**src/design/bb_pkg.sv**
```systemverilog
// ----------------------------------------------------------------------------
// bb_pkg
// Types, constants and helpers shared by the 3x3 box blur block.
// ----------------------------------------------------------------------------
package bb_pkg;

    localparam int ROW_W    = 11;
    localparam int ROWS_MAX = 2048;
    localparam int OQ_DEPTH = 8;
    localparam int OQ_AW    = $clog2(OQ_DEPTH);
    localparam int OQ_CW    = $clog2(OQ_DEPTH + 1);
    localparam int RCP_W    = 18;

    localparam logic KIND_PIXEL = 1'b0;
    localparam logic KIND_DRAIN = 1'b1;

    localparam logic CFG_FRAME_WIDTH  = 1'b0;
    localparam logic CFG_FRAME_HEIGHT = 1'b1;

    typedef struct packed {
        logic       kind;
        logic [7:0] red_in;
        logic [7:0] green_in;
        logic [7:0] blue_in;
    } t_bb_in;

    typedef struct packed {
        logic [7:0] red_out;
        logic [7:0] green_out;
        logic [7:0] blue_out;
        logic       frame_end;
        logic       run_last;
    } t_bb_out;

    // channel 2 red, 1 green, 0 blue
    typedef logic [2:0][7:0] t_bb_rgb;

    typedef struct packed {
        logic       valid;
        logic       rd;
        logic       wr;
        logic       first;
        logic       va;
        logic       vb;
        logic       vc;
        logic       emit;
        logic       frame_end;
        logic       run_last;
        t_bb_rgb    pixel;
    } t_bb_op;

    typedef struct packed {
        logic [2:0][9:0] sum;
        logic [1:0]      cnt;
    } t_bb_col;

    typedef enum logic [1:0] {
        SQ_RUN,
        SQ_FLUSH,
        SQ_PRE,
        SQ_TAIL
    } t_bb_seq_state;

    // ceil(2^18 / (2*cnt)), exact for every in-frame window count
    function automatic logic [RCP_W-1:0] bb_recip(input logic [3:0] cnt);
        logic [RCP_W-1:0] m;
        case (cnt)
            4'd1:    m = 18'd131072;
            4'd2:    m = 18'd65536;
            4'd3:    m = 18'd43691;
            4'd4:    m = 18'd32768;
            4'd6:    m = 18'd21846;
            4'd9:    m = 18'd14564;
            default: m = 18'd0;
        endcase
        return m;
    endfunction

endpackage

```
**src/design/bb_outq.sv**
```systemverilog
// ----------------------------------------------------------------------------
// bb_outq
// Small output queue between the mean pipeline and the result channel.
// ----------------------------------------------------------------------------
module bb_outq import bb_pkg::*; (
    input  logic    i_clk,
    input  logic    i_rst_n,
    input  logic    i_push,
    input  t_bb_out i_push_data,
    output logic    o_valid,
    output t_bb_out o_data,
    input  logic    i_ready,
    output logic    o_full
);

    t_bb_out          r_mem [OQ_DEPTH];
    logic [OQ_AW-1:0] r_wp, r_rp;
    logic [OQ_CW-1:0] r_cnt;
    logic             pop;

    assign o_valid = (r_cnt != '0);
    assign o_data  = r_mem[r_rp];
    assign o_full  = (r_cnt == OQ_CW'(OQ_DEPTH));
    assign pop     = o_valid && i_ready;

    always_ff @(posedge i_clk) begin
        if (!i_rst_n) begin
            r_wp  <= '0;
            r_rp  <= '0;
            r_cnt <= '0;
        end else begin
            if (i_push) begin
                r_wp <= (r_wp == OQ_AW'(OQ_DEPTH - 1)) ? '0 : r_wp + OQ_AW'(1);
            end
            if (pop) begin
                r_rp <= (r_rp == OQ_AW'(OQ_DEPTH - 1)) ? '0 : r_rp + OQ_AW'(1);
            end
            r_cnt <= r_cnt + OQ_CW'(i_push) - OQ_CW'(pop);
        end
        if (i_push) begin
            r_mem[r_wp] <= i_push_data;
        end
    end

endmodule
```
**config.mk**
```make
export PLATFORM = sky130hd
export DESIGN_NAME = bb_outq
export DESIGN_NICKNAME = d
export VERILOG_FILES = /design/src/design/bb_pkg.sv /design/src/design/bb_outq.sv
export SDC_FILE = /design/constraint.sdc
export NUM_CORES = 1
export LEC_CHECK = 0
export ABC_AREA = 1
export BUFFER_PORTS_ARGS = -buffer_cell sky130_fd_sc_hd__buf_2
export CORE_MARGIN = 1.5
export CORE_UTILIZATION = 45
export CTS_CLUSTER_DIAMETER = 100
export CTS_CLUSTER_SIZE = 8
export DETAILED_ROUTE_END_ITERATION = 12
export SLEW_MARGIN = 20
export SYNTH_ARGS = -nofsm -noshare
export SYNTH_HDL_FRONTEND = slang
export SYNTH_SLANG_ARGS = --single-unit
```
**constraint.sdc**
```tcl
create_clock -name i_clk -period 1.85 [get_ports i_clk]
set_input_delay 0.0925 -clock i_clk [delete_from_list [all_inputs] [get_ports i_clk]]
set_output_delay 0.0925 -clock i_clk [all_outputs]
set_load 0.1 [all_outputs]
```
# --- Yosys cells after proc, flatten, opt, wreduce, memory -nomap -nowiden ---
# Memories as Yosys holds them, arrays and structs flattened. A register that Yosys moved wholly into a read port is not among the register bits.
# Cells that the tools add are included.
totals:
  register_bits: 10
  ramBits: 208
  input_bits: 30
  out_inout_bits: 28
  word_cells: 19
  mem_count: 1
memory_table:
  columns: ["name", "words", "width", "rd", "rd_ports_with_merged_regs", "write_ports", "line_no", "rtl"]
  rows:
  - ["r_mem", 8, 26, 1, 1, 1, "bb_outq.sv:16", "t_bb_out r_mem [OQ_DEPTH];"]
op_classes:
  addsub: 4
  n_eq_ne: 3
  muxes: 6
  reduce_logical: 2
op_table:
  columns: ["op", "count"]
  rows:
  - ["$mux W3", 4]
  - ["$add A3 B1 Y3 const B", 2]
  - ["$eq A3 B3 Y1 const B", 2]
  - ["$add A4 B1 Y4", 1]
  - ["$eq A4 B4 Y1 const B", 1]
  - ["$reduce_bool A4 Y1", 1]
  - ["$sub A4 B1 Y4", 1]
  - ["$mux W1", 2]
  - ["$logic_and A1 B1 Y1", 1]

# --- Depth between registers and ports, before layout ---
# Gate-level depths: netlist of the first run.
logic_depth:
  word_depth: 4
  depth_mapped: 10
  ltp_nobuf: 10

# --- Least setup slack after synthesis of the first run ---
# OpenSTA, ideal clock, no wires.
synth_timing:
  kind: "flip-flop to output port"
  startpoint: "register r_cnt[2]"
  endpoint: "output port o_full"
  arrival_ns: 2.689
  required_time_ns: 1.757
  path_slack_ns: -0.931
  stages_incl_launch_ff: 4
  cell_sequence: "dfxtp_1 > inv_1 > ha_1 > nor3b_1"
synth_via:
  elab_chain_cells: 1
synth_rtl:
  columns: ["item", "line_no", "rtl"]
  rows:
  - ["start, declared", "bb_outq.sv:18", "logic [OQ_CW-1:0] r_cnt;"]
  - ["start signal, assigned", "bb_outq.sv:38", "r_cnt <= r_cnt + OQ_CW'(i_push) - OQ_CW'(pop);"]
  - ["$eq A4 B4 Y1", "bb_outq.sv:23", "assign o_full = (r_cnt == OQ_CW'(OQ_DEPTH));"]
  - ["end, declared", "bb_outq.sv:13", "output logic o_full"]
# No other way between the ends.

==> impl_metrics.csv, run 1 <==
group,metric,value,unit
run_status,outcome,"complete, but fails checks",
run_status,violations,"setup timing",
sta,clock_skew,0.0108,ns
worst_setup_path,endpoint_kind,"primary output",
synthesis,synth.avg_cell_area,9.83,um^2
global_routing,overflow,0,
global_routing,antenna_found_initial,0,
final_layout,final_cells,1401,
route,wl_per_cell,15.8,um
worst_setup_path,startpoint_type,"register",
sta,worst_slew_pin_slew,0.492,ns
synthesis,synth-compound-area-share,0.00513,
route,firstDrtPassIters,5,
worst_setup_path,worstPathMaxFanout,13,
power_and_ir_drop,p_leak,5.63,nW
global_routing,grt_max_degree,55,
synthesis,syn_nets,1033,
die,die_w,150,um
clocking,cts_buffer_depth,3,
clocking,htree_levels,1,
synthesis,synth_flop_cell,"edfxtp_1",
final_layout,n_antenna_cell,0,
synthesis,synth_xor_area_frac,0.000897,
die,start_util,0.461,
synthesis,post_synth_main_area_contributors,"edfxtp_1 64%, nand2_1 14%, inv_1 6.1%",
synthesis,synthSimpleGateAreaFrac,0.201,
route,routed_wl,22.2,mm
synthesis,async_reset_ff_frac,0,
synthesis,synth_cell_types,22,
route,vias,6638,
synthesis,synth_edf_count,208,
route,viasPerCell,4.74,
worst_setup_path,crit_arrival,1.88,ns
clocking,clk_pin_slew,0.05,ns
synthesis,synth_top_area_cell,"edfxtp_1",
sta,max_freq,0.508,GHz
final_layout,drive_gt1_frac,0.237,
placed_design,pre_cts_ws,0.106,ns
synthesis,yosysSeqAreaShare,0.667,
power_and_ir_drop,vdd_drop_max,0.00153,V
route,drc_errors,0,
global_routing,grt_pass1_vias,6387,
placed_design,dp.cells,1313,
synthesis,syn_inst,993,
worst_setup_path,cp.required,1.76,ns
clocking,clock_sinks,221,
placed_design,place.gp.congestion,0.745,
global_routing,grt_use_total,0.194,
sta,slew_violations,0,
final_layout,layout.nets,1155,
synthesis,yosys-top-cells-count,"353 x nand2_1, 208 x edfxtp_1, 159 x inv_1, 112 x nand3_1, 62 x inv_2",
job,cap_violations,0,
sta,min_period,1.97,ns
synthesis,ys_warn_count,0,
synthesis,muxShareOfSynthArea,0,
clocking,cts_buffers,31,
sta,fin_crit_sh,1.06,
synthesis,synthMostInstantiatedCell,"nand2_1",
final_layout,nFillCells,1714,
hold_path,hold_class,"in2reg",
die,core_area,21200,um^2
sta,rsz0062_at_grt,"true",
synthesis,syn-cell-area,9760,um^2
die,pin_count,58,
placed_design,io_buffers,57,
placed_design,hpwlAfterDp,11.6,mm
worst_setup_path,worst-setup-path-type,"reg2out",
clocking,cts_tree,"yes",
clocking,clock-root-buffer,"clkbuf_16",
route,drt_iter0_drc,382,
die,num_rows,53,
global_routing,grt_pass1_wl,33.4,mm
die,die-area,22600,um^2
clocking,clk_latency,0.53,ns
synthesis,synth_top_family_by_area,"simple AND/OR/NAND/NOR gates",
die,die_y,150,um
sta,relSlewSlack,0.674,
synthesis,synthAdderAreaFrac,0.0136,
power_and_ir_drop,p_per_area,1490,nW/um^2
synthesis,ys_ff_latch,221,
route,antenna_left,0,
final_layout,area_growth_syn_to_layout,28.7,%
sta,hold_viol,0,
synthesis,yosysTopAreaCellShare,0.640,
sta,setup_violations,26,
sta,worst_slack,-0.118,ns
[through the flow]
step / TNS, ns / cell area [um^2] / hold slack [ns] / util / power [mW]
after global routing: -3.93 / 12600 / 0.384 / 0.594 / 19.6
final: -1.60 / 12600 / 0.376 / 0.594 / 18.8
after detailed placement: 0 / 11000 / 0.374 / 0.519 / 13.3
after CTS: -0.916 / 12300 / 0.359 / 0.579 / 18.5
after global placement: 0 / 11000 / 0.369 / 0.519 / 13.2
after floorplan: -28.13 / 9800 / 0.191 / - / 10.8
[where the power goes]
| group | total (mW) | leakage (nW) | switching (mW) | internal (mW) |
|---|---|---|---|---|
| Clock | 4.86 | 0.400 | 1.86 | 3.00 |
| Sequential | 5.80 | 2.00 | 0.102 | 5.69 |
| Combinational | 8.12 | 3.23 | 5.34 | 2.79 |
[layer usage]
metal  share of wire  vias to the layer above  routed length, um  GRT usage
li1                -                     3329                  -          -
met1            0.43                     3135               9630      0.255
met2            0.50                      137              11000      0.339
met3           0.043                       37                956     0.0267
met4           0.025                        0                563     0.0515
met5               0                        -                  0          0
[state kept, by name, summed over array words and instances (netlist names), named ones only]
name / flops
r_cnt: 4
r_mem: 208
r_rp: 3
r_wp: 3
[cell families after synthesis]
logic type	after synthesis
buffers and inverters	267
adders and majority gates	10
xor gates and xnor gates	1
DFF	221
and+or+nand+nor	484
AOI/OAI and AO/OA	10
[final timing paths]
path,slack [ns],to,depth (start not counted),startpoint
setup / recovery,-0.12,o_data[5],8,register
hold / removal,0.38,r_mem[5][13]$_DFFE_PP_,2,i_push_data[13]
setup reg to reg,0.12,r_cnt[2]$_SDFF_PN0_,10,r_cnt[3]$_SDFF_PN0_
hold reg to reg,0.49,r_wp[0]$_SDFFE_PN0P_,2,r_wp[0]$_SDFFE_PN0P_
[cell type report]
| class | count | area, um^2 | share of cell area |
|---|---|---|---|
| clock inverter | 1 | 5.00 | 0.000398 |
| multi-input combinational | 505 | 2400 | 0.191 |
| tap | 275 | 344 | 0.0274 |
| clock buffer | 43 | 821 | 0.0653 |
| inverter | 226 | 863 | 0.0687 |
| sequential | 221 | 6510 | 0.518 |
| timing repair buffer | 130 | 1620 | 0.129 |
[layout by cell type, fill, tap and decap left out, types with 3 or more instances in the layout]
master,Yosys,routed
buf_4,3,21
nor2_1,17,9
dlygate4sd3_1,0,29
clkbuf_1,9,12
clkinv_1,3,3
ha_1,9,7
nor2_4,0,8
nand2_2,0,40
buf_6,8,3
nand2_1,353,312
a21oi_1,8,8
clkbuf_16,0,36
buf_12,0,35
inv_2,62,64
nand3_2,0,8
dfxtp_2,0,3
nand3_1,112,103
inv_1,159,156
buf_16,0,5
clkinv_2,2,3
dfxtp_1,13,9
edfxtp_1,208,208
buf_2,18,31
[worst max-delay path, cell delays in order (launching register included)]
cell       delay [ns]
dfxtp_4          0.38
buf_4            0.18
clkbuf_16        0.18
nand2_1          0.08
nand3_1          0.08
nand2_1          0.10
nand2_1          0.06
nand2_2          0.10
buf_12           0.18
[repair_timing]
item / in CTS / in global routing
endpoints found under the setup margin: 26 / 27
hold buffers: 29 / 0
cloned: 3 / 7
pin swaps: 1 / 3
endpoints found under the hold margin: 221 / 0
gates resized for setup: 31 / 31
buffers inserted: 0 / 5
Power figures use the tool's default switching activity.
==> run 2, diff against run 1 <==
- CELL_PAD_IN_SITES_DETAIL_PLACEMENT: unset -> 1
- CELL_PAD_IN_SITES_GLOBAL_PLACEMENT: unset -> 1
- CORE_UTILIZATION: 45 -> 43
- PLACE_DENSITY_LB_ADDON: unset -> 0.1
==> run 2 against run 1 <==
  * The run still ends with setup timing left
  * Via count is 6.2% higher
  * Final cell count is 1.7% higher
  * Sequential power about the same
  * Count of clock-buffer cells in the layout rose by 1
  * Combinational power up 7.9%
  * Critical path type unchanged
  * Maximum frequency down 4.6%
  * Global-route usage up 3.2 points
  * Core utilization shrank 0.51 points
  * First-iteration DRC count is 8.9% lower
==> impl_metrics.csv, run 2 (synthesis gave the netlist of run 1 again) <==
group,metric,value,unit
sta,relSlewSlack,0.718,
route,vias,7052,
clocking,cts_buffers,31,
global_routing,grt_use_total,0.226,
worst_setup_path,timing.rr.start,"r_cnt[2]$_SDFF_PN0_",
route,wl_per_cell,19.1,um
worst_setup_path,crit_arrival,1.97,ns
route,drt_iter0_drc,348,
die,num_rows,54,
clocking,htree_levels,1,
final_layout,final_cells,1425,
power_and_ir_drop,p_leak,5.79,nW
placed_design,dp.cells,1324,
sta,fin_crit_sh,1.11,
clocking,clock_sinks,221,
global_routing,antenna_found_initial,1,
final_layout,largest_register_ffs,208,
final_layout,drive_gt1_frac,0.260,
clocking,cts_tree,"yes",
final_layout,area_growth_syn_to_layout,32.9,%
final_layout,regMostFlops,"r_mem",
clocking,cts_buffer_depth,3,
final_layout,layout.nets,1171,
worst_setup_path,worstReg2RegEnd,"r_cnt[1]$_SDFF_PN0_",
run_status,outcome,"complete, but fails checks",
route,drc_errors,0,
final_layout,layout_common_cells,"303 x nand2_1, 208 x edfxtp_1, 156 x inv_1, 98 x nand3_1, 64 x inv_2",
power_and_ir_drop,vdd_drop_max,0.000905,V
worst_setup_path,worstPathMaxFanout,5,
global_routing,overflow,0,
sta,hold_viol,0,
global_routing,grt_pass1_vias,7585,
worst_setup_path,worst-setup-path-type,"reg2out",
global_routing,grt_pass1_wl,40.7,mm
power_and_ir_drop,totalPowerFinal,19.6,mW
worst_setup_path,slowest_delay,0.43,ns
placed_design,place.gp.congestion,0.732,
clocking,clk_pin_slew,0.06,ns
worst_setup_path,startpoint_type,"register",
sta,worst_slew_pin_slew,0.422,ns
hold_path,holdCritStartpoint,"i_push_data[6]",
sta,rsz0062_at_grt,"true",
run_status,violations,"setup timing",
placed_design,placed_area,10900,um^2
worst_setup_path,r2r_cells,9,
sta,worst_slack,-0.212,ns
hold_path,hold_path_end,"r_mem[6][6]$_DFFE_PP_",
route,antenna_left,0,
clocking,clock-root-buffer,"clkbuf_16",
route,viasPerCell,4.95,
worst_setup_path,cp.required,1.76,ns
sta,slew_violations,0,
die,start_util,0.443,
final_layout,final_common_cell,"nand2_1",
global_routing,grt_max_degree,45,
final_layout,nFillCells,2364,
sta,setup_violations,26,
die,die_y,154,um
sta,fin_tns_setup,-3.18,ns
power_and_ir_drop,p_per_area,1510,nW/um^2
final_layout,reg_top3,"r_mem x208, r_cnt x4",
hold_path,hold_path_depth,2,
job,cap_violations,0,
die,pin_count,58,
sta,max_freq,0.485,GHz
final_layout,finalInstanceArea,13000,um^2
sta,hold_slack,0.364,ns
route,firstDrtPassIters,4,
sta,min_period,2.06,ns
placed_design,pre_cts_ws,0.118,ns
final_layout,finish.utilization,0.589,
clocking,clk_latency,0.55,ns
route,routed_wl,27.3,mm
placed_design,io_buffers,57,
final_layout,multi_input_area,2470,um^2
worst_setup_path,reg2reg_slack,0.12,ns
worst_setup_path,worstPathCellList,"clkinv_8 > buf_12 > buf_16 > nand2_2 > nand3_2 > nand2_1 > nand2_1 > nand2_2 > buf_12",
die,core_area,22000,um^2
worst_setup_path,cp_slowest_cell,"dfxtp_4",
die,die_w,154,um
hold_path,hold_class,"in2reg",
die,die-area,23600,um^2
worst_setup_path,endpoint_kind,"primary output",
placed_design,hpwlAfterDp,14.0,mm
sta,clock_skew,0.0142,ns
final_layout,regArea,6510,um^2
-- run 2: cell count changes in the layout (fill, tap and decap cells not counted), moves of 2 or more --
| cell | before | now |
|---|---|---|
| buf_2 | 31 | 29 |
| buf_16 | 5 | 9 |
| nand2_2 | 40 | 44 |
| nand3_1 | 103 | 98 |
| nand3_2 | 8 | 13 |
| nand2_1 | 312 | 303 |
| clkbuf_4 | 0 | 2 |
| buf_12 | 35 | 40 |
| buf_6 | 3 | 8 |
| nand2_4 | 1 | 6 |
-- run 2: worst max path at each step --
stage / from / end / slack, ns
finish: register / o_data[14] / -0.21
global route: register / o_data[2] / -0.26
CTS: register / o_data[1] / -0.16
detailed placement: r_cnt[3]$_SDFF_PN0_ / r_cnt[1]$_SDFF_PN0_ / 0.12
global placement: r_cnt[3]$_SDFF_PN0_ / r_cnt[1]$_SDFF_PN0_ / 0.20
floorplan: r_wp[2]$_SDFFE_PN0P_ / r_mem[2][0]$_DFFE_PP_ / -0.14
-- run 2: cell type report --
class / count / share of cell area
multi-input combinational: 505 / 0.190
inverter: 226 / 0.0666
timing repair inverter: 1 / 0.000868
sequential: 221 / 0.502
antenna: 1 / 0.000193
timing repair buffer: 145 / 0.148
tap: 280 / 0.0270
clock inverter: 2 / 0.00106
clock buffer: 44 / 0.0636
-- run 2: worst max-delay path, delay by kind of cell, from the launching register on --
| family | cells | cell delay [ns] |
|---|---|---|
| buffers and inverters | 4 | 0.57 |
| AND/OR/NAND/NOR | 5 | 0.39 |
| flip-flops | 1 | 0.43 |
-- run 2: what timing repair did --
action,in CTS,in global routing
resized for setup,80,55
endpoints found under the setup margin,26,28
pin swaps,5,17
buffers inserted,6,2
cloned,7,10
endpoints found under the hold margin,221,0
hold buffers,29,0
-- run 2: metal layers --
metal / share of wire / global-route usage / vias to the layer above
met2: 0.52 / 0.415 / 136
met4: 0.018 / 0.0522 / 0
met1: 0.42 / 0.280 / 3496
li1: - / - / 3372
met3: 0.041 / 0.0341 / 48
met5: 0 / 0 / -
-- run 2: power breakdown --
part	internal, mW	switching (mW)
Clock	3.02	1.99
Combinational	3.15	5.61
Sequential	5.69	0.128
Total	11.9	7.73
