==> config.mk <==
export PLATFORM = sky130hd
export DESIGN_NAME = bb_seq
export DESIGN_NICKNAME = d
export VERILOG_FILES = /design/src/design/bb_pkg.sv /design/src/design/bb_seq.sv
export SDC_FILE = /design/constraint.sdc
export NUM_CORES = 1
export LEC_CHECK = 0
export BUFFER_PORTS_ARGS = -buffer_cell sky130_fd_sc_hd__buf_2
export CORE_AREA = 2 2 88 90
export DETAILED_ROUTE_END_ITERATION = 10
export DIE_AREA = 0 0 90 92
export GPL_ROUTABILITY_DRIVEN = 0
export HOLD_SLACK_MARGIN = 0.06
export PLACE_DENSITY = 0.76
export SLEW_MARGIN = 20
export SYNTH_ARGS = -nofsm -noshare
export SYNTH_HDL_FRONTEND = slang
export SYNTH_SLANG_ARGS = --single-unit
==> constraint.sdc <==
create_clock -name i_clk -period 3.3 [get_ports i_clk]
set_input_delay 0.165 -clock i_clk [delete_from_list [all_inputs] [get_ports i_clk]]
set_output_delay 0.165 -clock i_clk [all_outputs]
set_load 0.01 [all_outputs]
==> src/design/bb_pkg.sv <==
// ----------------------------------------------------------------------------
// bb_pkg
// Types, constants and helpers shared by the 3x3 box blur block.
// ----------------------------------------------------------------------------
package bb_pkg;

    localparam int ROW_W    = 11;
    localparam int ROWS_MAX = 2048;
    localparam int OQ_DEPTH = 8;
    localparam int OQ_AW    = $clog2(OQ_DEPTH);
    localparam int OQ_CW    = $clog2(OQ_DEPTH + 1);
    localparam int RCP_W    = 18;

    localparam logic KIND_PIXEL = 1'b0;
    localparam logic KIND_DRAIN = 1'b1;

    localparam logic CFG_FRAME_WIDTH  = 1'b0;
    localparam logic CFG_FRAME_HEIGHT = 1'b1;

    typedef struct packed {
        logic       kind;
        logic [7:0] red_in;
        logic [7:0] green_in;
        logic [7:0] blue_in;
    } t_bb_in;

    typedef struct packed {
        logic [7:0] red_out;
        logic [7:0] green_out;
        logic [7:0] blue_out;
        logic       frame_end;
        logic       run_last;
    } t_bb_out;

    // channel 2 red, 1 green, 0 blue
    typedef logic [2:0][7:0] t_bb_rgb;

    typedef struct packed {
        logic       valid;
        logic       rd;
        logic       wr;
        logic       first;
        logic       va;
        logic       vb;
        logic       vc;
        logic       emit;
        logic       frame_end;
        logic       run_last;
        t_bb_rgb    pixel;
    } t_bb_op;

    typedef struct packed {
        logic [2:0][9:0] sum;
        logic [1:0]      cnt;
    } t_bb_col;

    typedef enum logic [1:0] {
        SQ_RUN,
        SQ_FLUSH,
        SQ_PRE,
        SQ_TAIL
    } t_bb_seq_state;

    // ceil(2^18 / (2*cnt)), exact for every in-frame window count
    function automatic logic [RCP_W-1:0] bb_recip(input logic [3:0] cnt);
        logic [RCP_W-1:0] m;
        case (cnt)
            4'd1:    m = 18'd131072;
            4'd2:    m = 18'd65536;
            4'd3:    m = 18'd43691;
            4'd4:    m = 18'd32768;
            4'd6:    m = 18'd21846;
            4'd9:    m = 18'd14564;
            default: m = 18'd0;
        endcase
        return m;
    endfunction

endpackage

==> src/design/bb_seq.sv <==
// ----------------------------------------------------------------------------
// bb_seq
// Frame position tracking and op sequencer for the line RAM and window.
// ----------------------------------------------------------------------------
module bb_seq import bb_pkg::*; #(
    parameter int MAX_WIDTH = 2048,
    localparam int ADDR_W   = $clog2(MAX_WIDTH)
) (
    input  logic              i_clk,
    input  logic              i_rst_n,
    input  logic              i_cfg_we,
    input  logic [ADDR_W-1:0] i_w_m1,
    input  logic [ROW_W-1:0]  i_h_m1,
    input  logic              i_valid,
    input  t_bb_in            i_data,
    output logic              o_ready,
    input  logic              i_pop,
    output t_bb_op            o_op,
    output logic [ADDR_W-1:0] o_addr
);

    t_bb_seq_state     r_state, n_state;
    logic [ADDR_W-1:0] r_in_col, n_in_col;
    logic [ROW_W-1:0]  r_in_row, n_in_row;
    logic              r_tail, n_tail;
    logic [ADDR_W-1:0] r_tail_k, n_tail_k;
    logic              r_two, n_two;
    logic              r_flast, n_flast;
    logic [OQ_CW-1:0]  r_credit, n_credit;

    logic accept, emitting, row_end, tail_last, tall;

    always_ff @(posedge i_clk) begin
        if (!i_rst_n) begin
            r_state  <= SQ_RUN;
            r_in_col <= '0;
            r_in_row <= '0;
            r_tail   <= 1'b0;
            r_tail_k <= '0;
            r_two    <= 1'b0;
            r_flast  <= 1'b0;
            r_credit <= OQ_CW'(OQ_DEPTH);
        end else begin
            r_state  <= n_state;
            r_in_col <= n_in_col;
            r_in_row <= n_in_row;
            r_tail   <= n_tail;
            r_tail_k <= n_tail_k;
            r_two    <= n_two;
            r_flast  <= n_flast;
            r_credit <= n_credit;
        end
    end

    always_comb begin
        n_state  = r_state;
        n_in_col = r_in_col;
        n_in_row = r_in_row;
        n_tail   = r_tail;
        n_tail_k = r_tail_k;
        n_two    = r_two;
        n_flast  = r_flast;
        o_op     = '0;
        o_addr   = '0;

        tall      = (i_h_m1 != '0);
        o_ready   = (r_state == SQ_RUN) && (r_credit != '0);
        accept    = i_valid && o_ready;
        emitting  = (r_in_row != '0) || !tall;
        row_end   = (r_in_col == i_w_m1);
        tail_last = (r_tail_k == i_w_m1);

        case (r_state)
            SQ_RUN: begin
                if (accept) begin
                    if (r_tail) begin
                        n_state = SQ_TAIL;
                        n_two   = 1'b1;
                    end else if (i_data.kind == KIND_PIXEL) begin
                        o_op.valid    = 1'b1;
                        o_op.rd       = 1'b1;
                        o_op.wr       = 1'b1;
                        o_addr        = r_in_col;
                        o_op.pixel    = {i_data.red_in, i_data.green_in, i_data.blue_in};
                        o_op.first    = (r_in_col == '0);
                        o_op.va       = (r_in_row > ROW_W'(1));
                        o_op.vb       = (r_in_row != '0);
                        o_op.vc       = 1'b1;
                        o_op.emit     = emitting && (r_in_col != '0);
                        o_op.run_last = emitting && (r_in_col != '0) && !row_end;
                        if (row_end) begin
                            n_in_col = '0;
                            if (r_in_row == i_h_m1) begin
                                n_in_row = '0;
                                n_tail   = tall;
                            end else begin
                                n_in_row = r_in_row + ROW_W'(1);
                            end
                            if (emitting) begin
                                n_state = SQ_FLUSH;
                                n_flast = (r_in_row == i_h_m1);
                            end
                        end else begin
                            n_in_col = r_in_col + ADDR_W'(1);
                        end
                    end
                end
            end
            SQ_FLUSH: begin
                if (r_credit != '0) begin
                    o_op.valid     = 1'b1;
                    o_op.emit      = 1'b1;
                    o_op.frame_end = r_flast && !tall;
                    o_op.run_last  = !(r_flast && tall && (i_w_m1 == '0));
                    n_state        = (r_flast && tall) ? SQ_PRE : SQ_RUN;
                end
            end
            SQ_PRE: begin
                o_op.valid = 1'b1;
                o_op.rd    = 1'b1;
                o_op.first = 1'b1;
                o_op.va    = 1'b1;
                o_op.vb    = 1'b1;
                o_addr     = '0;
                n_tail_k   = '0;
                if (i_w_m1 == '0) begin
                    n_state = SQ_TAIL;
                    n_two   = 1'b0;
                end else begin
                    n_state = SQ_RUN;
                end
            end
            SQ_TAIL: begin
                if (r_credit != '0) begin
                    o_op.valid     = 1'b1;
                    o_op.va        = !tail_last;
                    o_op.vb        = !tail_last;
                    o_op.emit      = 1'b1;
                    o_op.rd        = !tail_last;
                    o_addr         = tail_last ? '0 : r_tail_k + ADDR_W'(1);
                    o_op.frame_end = tail_last;
                    o_op.run_last  = tail_last || !r_two;
                    if (tail_last) begin
                        n_tail  = 1'b0;
                        n_state = SQ_RUN;
                    end else begin
                        n_tail_k = r_tail_k + ADDR_W'(1);
                        if (r_two) begin
                            n_two = 1'b0;
                        end else begin
                            n_state = SQ_RUN;
                        end
                    end
                end
            end
            default: begin
                n_state = SQ_RUN;
            end
        endcase

        if (i_cfg_we) begin
            n_state  = SQ_RUN;
            n_in_col = '0;
            n_in_row = '0;
            n_tail   = 1'b0;
        end

        n_credit = r_credit - OQ_CW'(o_op.valid && o_op.emit) + OQ_CW'(i_pop);
    end

endmodule

# Yosys cells after proc, flatten, opt, wreduce, memory -nomap -nowiden
# Cells that the tools add are included.
# totals
register_bits	42
latch_bits	0
mem_bits_rw	0
rom_bits	0
inputBits	52
out_inout_bits	46
elab_cells	125
n_memories	0
# classes
n_addsub	5
mul	0
div_mod_pow	0
magnitude_cmp	1
eq_ne	17
shift	0
mux	58
bitwise_logic	3
n_reduce_logical	33
# ops
op	count
$mux W11	9
$mux W25	3
$pmux W11 S2	2
$add A11 B1 Y11 const B	3
$eq A11 B11 Y1	3
$reduce_bool A11 Y1	3
$mux W2	13
$mux W24	1
$mux W8	3
$logic_not A11 Y1	2
$mux W1	15
$ne A2 B2 Y1 const B	7
$ne A3 B3 Y1 const B	4
$pmux W1 S3	4
$reduce_and A6 Y1	2
$gt A11 B1 Y1 const B	1
$logic_and A1 B1 Y1	8
$pmux W2 S4	1
$reduce_and A4 Y1	2
$reduce_and A7 Y1	1
$mux W3	2
$pmux W1 S2	3
$pmux W2 S3	1
$logic_not A1 Y1	5
14 further kinds	19

# Depth between registers and ports, before layout
# Gate-level depths: netlist of the first run.
# logic_depth
word_depth	11
depth_mapped	16
ltp_nobuf	15

# Least setup slack after synthesis of the first run
# Ideal clock, no wire load.
# synth_timing
kind	register -> register
from	register r_state[0]
to	register r_credit[2]
setup_time_ps	119
t_arrival_ps	3186
t_required_ps	3181
slack_ps	-4
path_stages_with_launch	16
period_less_slack_ps	3304
path_cell_list	dfxtp_1 > inv_1 > ha_1 > nor4bb_1 > nand2_1 > clkinv_1 > o211ai_1 > a21oi_1 > and2_1 > ha_1 > inv_1 > ha_1 > inv_1 > fa_1 > xor2_1 > nor2_1
# synth_rtl
item	line_no	rtl
from (decl)	bb_seq.sv:22	t_bb_seq_state r_state, n_state;
from (signal assigned)	bb_seq.sv:44	r_state <= n_state;
to (signal assigned)	bb_seq.sv:42	r_credit <= OQ_CW'(OQ_DEPTH);
to (signal assigned)	bb_seq.sv:51	r_credit <= n_credit;
to (decl)	bb_seq.sv:29	logic [OQ_CW-1:0] r_credit, n_credit;

# Final worst setup path of the first run
# layout_timing
from	register r_in_row[4]
to	register r_credit[2]
# layout_between
elab_chain_len	10
# layout_rtl
item	line_no	rtl
from (decl)	bb_seq.sv:24	logic [ROW_W-1:0] r_in_row, n_in_row;
from (signal assigned)	bb_seq.sv:46	r_in_row <= n_in_row;
$reduce_bool A11 Y1	bb_seq.sv:69	emitting = (r_in_row != '0) || !tall;
$logic_or A1 B1 Y1	bb_seq.sv:69	
$logic_and A1 B1 Y1	bb_seq.sv:89	o_op.emit = emitting && (r_in_col != '0);
$mux W8	bb_seq.sv:79	end else if (i_data.kind == KIND_PIXEL) begin
$mux W8	bb_seq.sv:76	if (r_tail) begin
$mux W8	bb_seq.sv:75	if (accept) begin
$pmux W1 S3	bb_seq.sv:73	case (r_state)
$logic_and A1 B1 Y1	bb_seq.sv:168	n_credit = r_credit - OQ_CW'(o_op.valid && o_op.emit) + OQ_CW'(i_pop);
$sub A4 B1 Y4	bb_seq.sv:168	
$add A4 B1 Y4	bb_seq.sv:168	
# No other way between the ends.
# A chain may end at the register's enable or synchronous reset.

==> reports/metrics.yaml, run 1 <==
outcome: "finished, final reports clean"
setup_viol: 0
cts_resized: 0
hold_end: "r_credit[3]"
ctsLongestPathBuffers: 2
clock_skew_ns: 0.008356
groute.usage.overall_pct: 24.42
synthMuxAreaShare_pct: 0.3302
fmax_ghz: 0.3412
die_h_um: 92
cp.arrival_ns: 3.11
grt_pass1_vias: 3470
rsz0062_at_grt: "false"
syn_area_um2: 3411
fin_tns_setup_ns: 0
rrSetupSlack_ns: 0.37
path_class: "reg2reg"
n_antenna_cell: 0
seq_area_frac_synth_pct: 24.65
r2r_start: "r_in_row[4]"
viasPerCell: 5.905
worst_pin_slew_ns: 1.034
die-area_um2: 8280
first_iter_violations: 344
path_max_fanout: 7
period_needed_ns: 2.931
post-dp-hpwl_mm: 7.878
grtUsageMet1_pct: 31.73
postCtsHoldBufs: 0
antenna_found_initial: 0
synth_top_family_by_area: "simple AND/OR/NAND/NOR gates"
synth-simple-area-share_pct: 31.51
wire_per_inst_um: 16.10
synth_nets: 513
power_density_nw_per_um2: 293.3
clk_pin_slew_ns: 0.08
min_path_cells: 2
rows: 32
die_w_um: 90
layout_commonest_cell: "buf_2"
grt_pass1_wl_mm: 16.75
mostFrequentLayoutCells: "buf_2, dfxtp_1, xnor2_1"
yosysUniqueCellTypes: 54
cap_violations: 0
grt_overflow_total: 0
ant_nets: 0
fin_crit_sh_pct: 88.81
clk_latency_ns: 0.30
cts_sinks: 42
post_cts_buffers: 0
htreeDepth: 2
cts_made_buffers: 5
reg2regPathDepth: 12
synthAdderAreaFrac_pct: 6.456
peakVddDrop_v: 0.0001779
leakage_nw: 1.751
async_flop_share_pct: 0
nets: 595
ys.flop_type: "dfxtp_1"
top_usage_layer: "met2"
io_pins: 98
regToRegEndpoint: "r_credit[2]"
io_buffers: 97
synth_edf_count: 0
cp.required_ns: 3.48
root_buffer: "clkbuf_8"
drc: 0
use_met2_pct: 42.36
final_hold_viol_count: 0
synth_area_per_cell_um2: 7.682
worstSetupEndpointType: "flip-flop"
slew_viol_final: 0
startpoint_type: "flip-flop"
dr.pass1.iters: 5
min_from: "i_rst_n"
hold_path_class: "in2reg"
synth_compound_area_share_pct: 18.49
slew_headroom_pct: 30.55
dr_total_vias: 3714
drive_gt1_share_pct: 22.96
final_core_util_pct: 54.50
cts_tree: "done"
syn_inst: 444
synth_seq_cells: 42
syn2layout_area_growth_pct: 19.00
core_um2: 7447
grt_max_degree: 32
routed_wl_mm: 10.13
start_util_pct: 45.80
grtUsageMet3_pct: 3.780
ys_warn_count: 0
synth-xor-area-share_pct: 12.58
per-layer routing:
layer / up-vias / part of all wire [%]
met5: - / 0
met4: 0 / 1.8
met3: 19 / 6.4
met2: 147 / 49
met1: 1756 / 43
li1: 1792 / -
cells by family (layout without fill, tap and decap cells):
family                   after synthesis  in the layout
buffers and inverters                 53            136
XOR/XNOR                              49             49
multiplexers                           1              1
AND/OR/NAND/NOR                      191            191
flip-flops                            42             42
adder cells (fa/ha/maj)               17             17
AO/OA/AOI/OAI                         91             91
synthesized netlist by cell type, types with 2 or more instances:
cell	instances	share of area [%]
xnor2_1	34	8.7
nand3_1	19	2.8
o211ai_1	5	1.1
clkbuf_1	27	3.0
a31oi_1	2	0.37
o21ai_0	18	2.6
a211oi_1	2	0.44
and3_1	32	5.9
o31ai_1	3	0.66
nand2b_1	3	0.55
or4_4	3	0.99
nor4_1	11	2.0
a32o_1	5	1.5
a32oi_1	10	2.6
o311ai_0	2	0.51
xor2_1	15	3.9
nand4b_1	3	0.77
nand4_1	13	2.4
ha_1	16	5.9
a22o_1	4	1.0
nor2b_1	2	0.37
a221o_1	4	1.2
nor3b_1	5	1.1
nor2_1	31	3.4
inv_1	22	2.4
or4bb_1	2	0.66
a21oi_1	26	3.8
dfxtp_1	42	25
nor3_1	20	2.9
nand2_1	22	2.4
a2111o_1	2	0.66
and4_1	4	1.0
and2_1	4	0.73
or3_1	11	2.0
how the worst max path moves through the flow:
stage                start     endpoint  cells past startpoint
2_1_floorplan   r_state[0]  r_credit[2]                     15
5_1_grt        r_in_row[4]  r_credit[2]                     12
3_3_place_gp   r_credit[2]  r_credit[2]                     14
4_1_cts        r_in_row[4]  r_credit[2]                     12
3_5_place_dp   r_in_row[4]  r_credit[2]                     12
6_report       r_in_row[4]  r_credit[2]                     12
sequential cells by signal, summed over array words and instances (netlist names):
register and flops:
r_credit 4, r_in_row 11, r_two 1, r_tail 1
r_tail_k 11, r_in_col 11, r_flast 1, r_state 2
stage by stage:
stage               cell area [um^2]  setup WS, ns   power, W  std cells  hold WS (ns)
floorplan                       3417        0.1694  0.0007375        444        0.3179
global placement                3973        0.5780  0.0008540        621        0.4593
detailed placement              3973        0.4431  0.0008630        621        0.4624
CTS                             4059        0.4191   0.001190        629        0.1594
global route                    4059        0.1726   0.001244        629        0.1665
finish                          4059        0.3692   0.001191        629        0.1766
power by group:
group / switching [W] / internal (W) / total, W
registers: 0.00000638 / 0.000518 / 0.000525
logic: 0.000194 / 0.000137 / 0.000331
clock network: 0.000185 / 0.000150 / 0.000335
final cells by class:
cell class / count / area, um^2
tap: 102 / 127.6
clock inverter: 2 / 13.76
clock buffer: 6 / 72.57
sequential: 42 / 840.8
multi-input combinational: 349 / 2372
inverter: 23 / 86.33
fill: 706 / 3388
timing repair buffer: 105 / 545.5
critical path, cell delays in order (launching register included):
cell      delay [ns]
dfxtp_1         0.37
nor4_1          0.57
nand4b_1        0.24
o211ai_1        0.26
a21oi_1         0.12
and2_1          0.17
ha_1            0.26
inv_1           0.05
ha_1            0.15
inv_1           0.06
fa_1            0.37
xor2_1          0.13
nor2_1          0.05
Power figures use the tool's default switching activity.
==> inputs of run 2 (changes only) <==
- SLEW_MARGIN: 20 -> unset
- clock period: 3.3 -> 2.5 ns (I/O delays scaled with it)
==> reports/metrics.yaml, run 2 (synthesis results as in run 1) <==
r2r_start: "r_credit[2]"
cts_sinks: 42  # unchanged
clk_latency_ns: 0.31  # about the same
cts_made_buffers: 5  # unchanged
p_switching_w: 0.0005595  # +45%
mostFrequentLayoutCells: "buf_2, buf_4, dfxtp_1"
path_max_fanout: 3  # -4
die_h_um: 92  # unchanged
final_area_um2: 4589  # +13%
worstSetupEndpointType: "flip-flop"
first_iter_violations: 278  # -19%
setup_viol: 3  # +3
outcome: "finished with violations"
reg2regPathDepth: 15  # +3
clock_skew_ns: 0.007210  # -0.001146 ns
path_class: "reg2reg"
rsz0062_at_grt: "true"
pre_cts_ws_ns: -0.2462  # -0.6894 ns
placed_cell_area_um2: 4368  # +10%
startpoint_type: "flip-flop"
fmax_ghz: 0.3932  # +15%
wire_per_inst_um: 15.99  # -0.68%
die-area_um2: 8280  # unchanged
post-dp-hpwl_mm: 8.357  # +6.1%
syn2layout_area_growth_pct: 34.56
slew_headroom_pct: 57.71  # +27 points
grt_max_degree: 28  # -13%
drc: 0  # unchanged
power_density_nw_per_um2: 365.8  # +25%
nets: 648  # +8.9%
root_buffer: "clkbuf_8"
worst_pin_slew_ns: 0.6295  # -0.4043 ns
final_hold_viol_count: 0  # unchanged
final_core_util_pct: 61.63  # +7.1 points
antenna_found_initial: 0  # unchanged
viasPerCell: 5.779  # -2.1%
layout_commonest_cell: "buf_2"
setup_ws_ns: -0.04338  # -0.4126 ns
slew_viol_final: 0  # unchanged
p_int_w: 0.001119  # +39%
postCtsHoldBufs: 0  # unchanged
grt_overflow_total: 0  # unchanged
drive_gt1_share_pct: 35.00  # +12 points
period_needed_ns: 2.543  # -0.3874 ns
crit_start: "r_credit[2]"
endpoint: "r_credit[2]"
groute.usage.overall_pct: 26.03  # +1.6 points
cts_tree: "done"
cap_violations: 0  # unchanged
htreeDepth: 2  # unchanged
io_pins: 98  # unchanged
clk_pin_slew_ns: 0.08  # about the same
peakVddDrop_v: 0.0001796  # +0.95%
ant_nets: 0  # unchanged
io_buffers: 97  # unchanged
dr.pass1.iters: 5  # unchanged
fin_crit_sh_pct: 101.7  # +13 points
ctsLongestPathBuffers: 2  # unchanged
hold_path_class: "in2reg"
reg_top3: "r_in_col (11), r_in_row (11), r_tail_k (11)"
regToRegEndpoint: "r_credit[2]"
p_comb_share_pct: 31.5  # +3.7 points
rrSetupSlack_ns: -0.04  # -0.41 ns
die_w_um: 90  # unchanged
dr_total_vias: 3941  # +6.1%
leakage_nw: 2.035  # +16%
violations: "setup timing"
n_antenna_cell: 0  # unchanged
rows: 32  # unchanged
core_um2: 7447  # unchanged
cp.required_ns: 2.69  # -0.79 ns
seqPwrFrac_pct: 41.3  # -2.8 points
routed_wl_mm: 10.91  # +7.7%
start_util_pct: 45.80  # unchanged
cp.arrival_ns: 2.73  # -0.38 ns
netSwitchingFraction_pct: 33.33  # +0.94 points
p_clk_share_pct: 27.3  # -0.8 points
grt_pass1_vias: 3770  # +8.6%
grt_pass1_wl_mm: 17.82  # +6.3%
[run 2: cell types whose count changed in the layout (fill, tap and decap cells not counted), sizes merged]
cell      delta
clkbuf       -1
clkinvlp     +1
buf         +53
[run 2: power by group through the flow]
| stage | logic [W] | registers [W] | clock network (W) |
|---|---|---|---|
| 2_1_floorplan | 0.000294 | 0.000707 | 0 |
| 3_3_place_gp | 0.000471 | 0.000705 | 0 |
| 3_5_place_dp | 0.000491 | 0.000706 | 0 |
| 4_1_cts | 0.000518 | 0.000693 | 0.000465 |
| 5_1_grt | 0.000573 | 0.000693 | 0.000496 |
| 6_report | 0.000528 | 0.000693 | 0.000458 |
[run 2: what timing repair did]
item,in CTS,in global routing
setup endpoints to repair,6,8
setup buffers,4,3
gates resized for setup,12,6
endpoints found under the hold margin,0,0
pin swaps,9,4
[run 2: routing by layer]
layer | global-route usage [%] | wire (um) | vias up
met4 | 8.846 | 180 | 0
met5 | 0 | 0 | -
met3 | 4.601 | 735 | 16
met1 | 32.32 | 4542 | 1893
li1 | - | - | 1897
met2 | 45.55 | 5449 | 135
[run 2: worst min-delay path by stage]
stage                    start           to  slack, ns  depth (start not counted)
finish                 i_rst_n  r_credit[3]       0.12                          2
global route           i_rst_n  r_credit[3]       0.13                          2
CTS                    i_rst_n  r_credit[3]       0.12                          2
detailed placement     i_rst_n  r_credit[3]       0.44                          2
global placement       i_rst_n  r_credit[3]       0.42                          2
floorplan           i_data[24]   r_state[1]       0.28                          2
[run 2: cell type report]
class,instances,area (um^2)
clock inverters,3,21.27
inverters,23,91.34
repair buffers,158,943.4
multi-input cells,349,2492
fillers,682,2858
flip-flops and latches,42,844.6
well taps,102,127.6
clock buffers,5,68.82
[run 2: critical path: stages, from the launching register on]
cell      delay [ns]
dfxtp_2         0.32
inv_2           0.07
ha_4            0.14
or3b_4          0.40
nand2_4         0.09
clkinv_4        0.04
o211ai_1        0.12
a21oi_2         0.10
and2_4          0.16
ha_4            0.21
inv_2           0.06
ha_4            0.12
inv_2           0.03
fa_2            0.32
xor2_1          0.18
nor2_1          0.06
[run 2: per-stage QoR]
step | power, W | TNS (ns) | hold WS, ns | cells
after floorplan | 0.001001 | -0.5880 | 0.2778 | 444
after global placement | 0.001175 | -0.3413 | 0.4195 | 667
after detailed placement | 0.001196 | -0.6587 | 0.4376 | 667
after CTS | 0.001676 | -0.03058 | 0.1250 | 679
after global routing | 0.001762 | -0.4487 | 0.1266 | 682
final | 0.001679 | -0.08490 | 0.1229 | 682
==> inputs of run 3 (changes only) <==
- CORE_AREA: 2 2 88 90 -> 2 2 84 86
- CTS_CLUSTER_SIZE: unset -> 16
- DIE_AREA: 0 0 90 92 -> 0 0 86 88
- PLACE_DENSITY: 0.76 -> 0.79
- clock period: 2.5 -> 2.85 ns (I/O delays scaled with it)
==> reports/metrics.yaml, run 3 (synthesis results as in run 1) <==
die_h_um: 88  # -4.3%
antenna_found_initial: 0  # unchanged
dr_total_vias: 3806  # -3.4%
path_max_fanout: 7  # +4
clk_pin_slew_ns: 0.09  # about the same
drive_gt1_share_pct: 27.47  # -7.5 points
grt_overflow_total: 0  # unchanged
viasPerCell: 6.080  # +5.2%
leakage_nw: 1.864  # -8.4%
start_util_pct: 51.34  # +5.5 points
cts_made_buffers: 5  # unchanged
cts_tree: "done"
ant_nets: 0  # unchanged
layout_commonest_cell: "buf_2"
fin_crit_sh_pct: 95.10  # -6.6 points
setup_viol: 0  # -3
final_area_um2: 4215  # -8.2%
final_hold_viol_count: 0  # unchanged
fmax_ghz: 0.3690  # -6.2%
core_um2: 6644  # -11%
post-dp-hpwl_mm: 8.091  # -3.2%
wire_per_inst_um: 16.72  # +4.6%
postCtsHoldBufs: 0  # unchanged
ctsLongestPathBuffers: 2  # unchanged
min_path_cells: 2  # unchanged
io_pins: 98  # unchanged
grt_max_degree: 28  # unchanged
mostFrequentLayoutCells: "buf_2, dfxtp_1, xnor2_1"
rrSetupSlack_ns: 0.14  # +0.18 ns
rows: 30  # -6.3%
hold_path_class: "in2reg"
nets: 614  # -5.2%
path_class: "reg2reg"
drc: 0  # unchanged
clk_latency_ns: 0.30  # about the same
n_antenna_cell: 0  # unchanged
syn2layout_area_growth_pct: 23.59
routed_wl_mm: 10.47  # -4.0%
period_needed_ns: 2.710  # +0.1670 ns
io_buffers: 97  # unchanged
grt_pass1_vias: 3520  # -6.6%
worstSetupEndpointType: "flip-flop"
startpoint_type: "flip-flop"
clock_skew_ns: 0.01208  # +0.004872 ns
die_w_um: 86  # -4.4%
grt_pass1_wl_mm: 16.87  # -5.3%
dr.pass1.iters: 5  # unchanged
seq_area_um2: 843.3  # -0.15%
slew_viol_final: 0  # unchanged
placed_cell_area_um2: 4096  # -6.2%
groute.usage.overall_pct: 27.46  # +1.4 points
worst_pin_slew_ns: 0.6254  # -0.004124 ns
cp.required_ns: 3.04  # +0.35 ns
outcome: "finished, final reports clean"
peakVddDrop_v: 0.0001673  # -6.9%
cts_sinks: 42  # unchanged
cap_violations: 0  # unchanged
root_buffer: "clkbuf_8"
fin_tns_setup_ns: 0  # +0.08490 ns
fill_cells: 586  # -14%
htreeDepth: 2  # unchanged
first_iter_violations: 308  # +11%
slew_headroom_pct: 58.31  # +0.60 points
reg2regPathDepth: 13  # -2
reg_top3: "r_in_col (11), r_in_row (11), r_tail_k (11)"
multi_input_area_um2: 2405  # -3.5%
die-area_um2: 7568  # -8.6%
power_density_nw_per_um2: 338.4  # -7.5%
cp.arrival_ns: 2.90  # +0.17 ns
==> run 3: cell types whose count changed in the layout (fill, tap and decap cells not counted), moves of 2 or more <==
cell,previous run,this run
a21oi_1,23,25
a21oi_2,3,1
buf_4,61,27
clkinv_4,2,0
ha_1,11,15
ha_4,4,0
inv_1,16,20
inv_2,6,2
==> run 3: per-layer routing <==
metal	global-route usage [%]	part of all wire [%]	routed length (um)
met5	0	0	0
met4	6.638	1.5	162
met3	5.938	7.8	820
met2	46.58	47	4970
met1	35.66	43	4516
==> run 3: worst max-delay path, cell delays in order (launching register included) <==
cell,delay (ns)
dfxtp_2,0.36
nor4_2,0.31
buf_4,0.17
nand4b_1,0.15
o211ai_1,0.29
a21oi_2,0.09
and2_1,0.17
ha_1,0.26
inv_1,0.05
ha_1,0.15
inv_1,0.05
fa_1,0.37
xor2_1,0.13
nor2_1,0.05
==> run 3: final timing paths <==
check                                    to        start
worst max-delay path            r_credit[2]  r_in_row[4]
worst min-delay path            r_credit[3]      i_rst_n
worst max register to register  r_credit[2]  r_in_row[4]
worst min register to register      r_flast      r_flast
==> run 3: repair_timing <==
item | CTS | global route
buffers inserted | 0 | 1
gates resized for setup | 0 | 8
endpoints found under the setup margin | 0 | 3
==> run 3: report_power, final <==
| group | internal [W] | switching [W] | leakage [nW] |
|---|---|---|---|
| clock network | 0.000196 | 0.000219 | 0.0482 |
| logic | 0.000175 | 0.000230 | 1.48 |
| registers | 0.000600 | 0.00000596 | 0.340 |
| total | 0.000972 | 0.000455 | 1.86 |
==> run 3: through the flow <==
stage                     instances  utilization, %  total power, W  worst slack [ns]  hold WS (ns)
after global placement          617           61.66        0.001005            0.1276        0.4314
final                           626           63.45        0.001427            0.1397        0.1383
after floorplan                 444               -       0.0008561           0.02009        0.2954
after CTS                       625           63.03        0.001415           0.07674        0.1322
after detailed placement        617           61.66        0.001011           0.09004        0.4483
after global routing            626           63.45        0.001490          -0.06086        0.1385
==> run 3: final cells by class <==
type	instances	area share [%]
clock inverters	1	0.1187
well taps	80	2.375
inverters	23	2.078
flip-flops and latches	42	20.01
multi-input cells	349	57.05
clock buffers	7	2.048
repair buffers	124	16.33
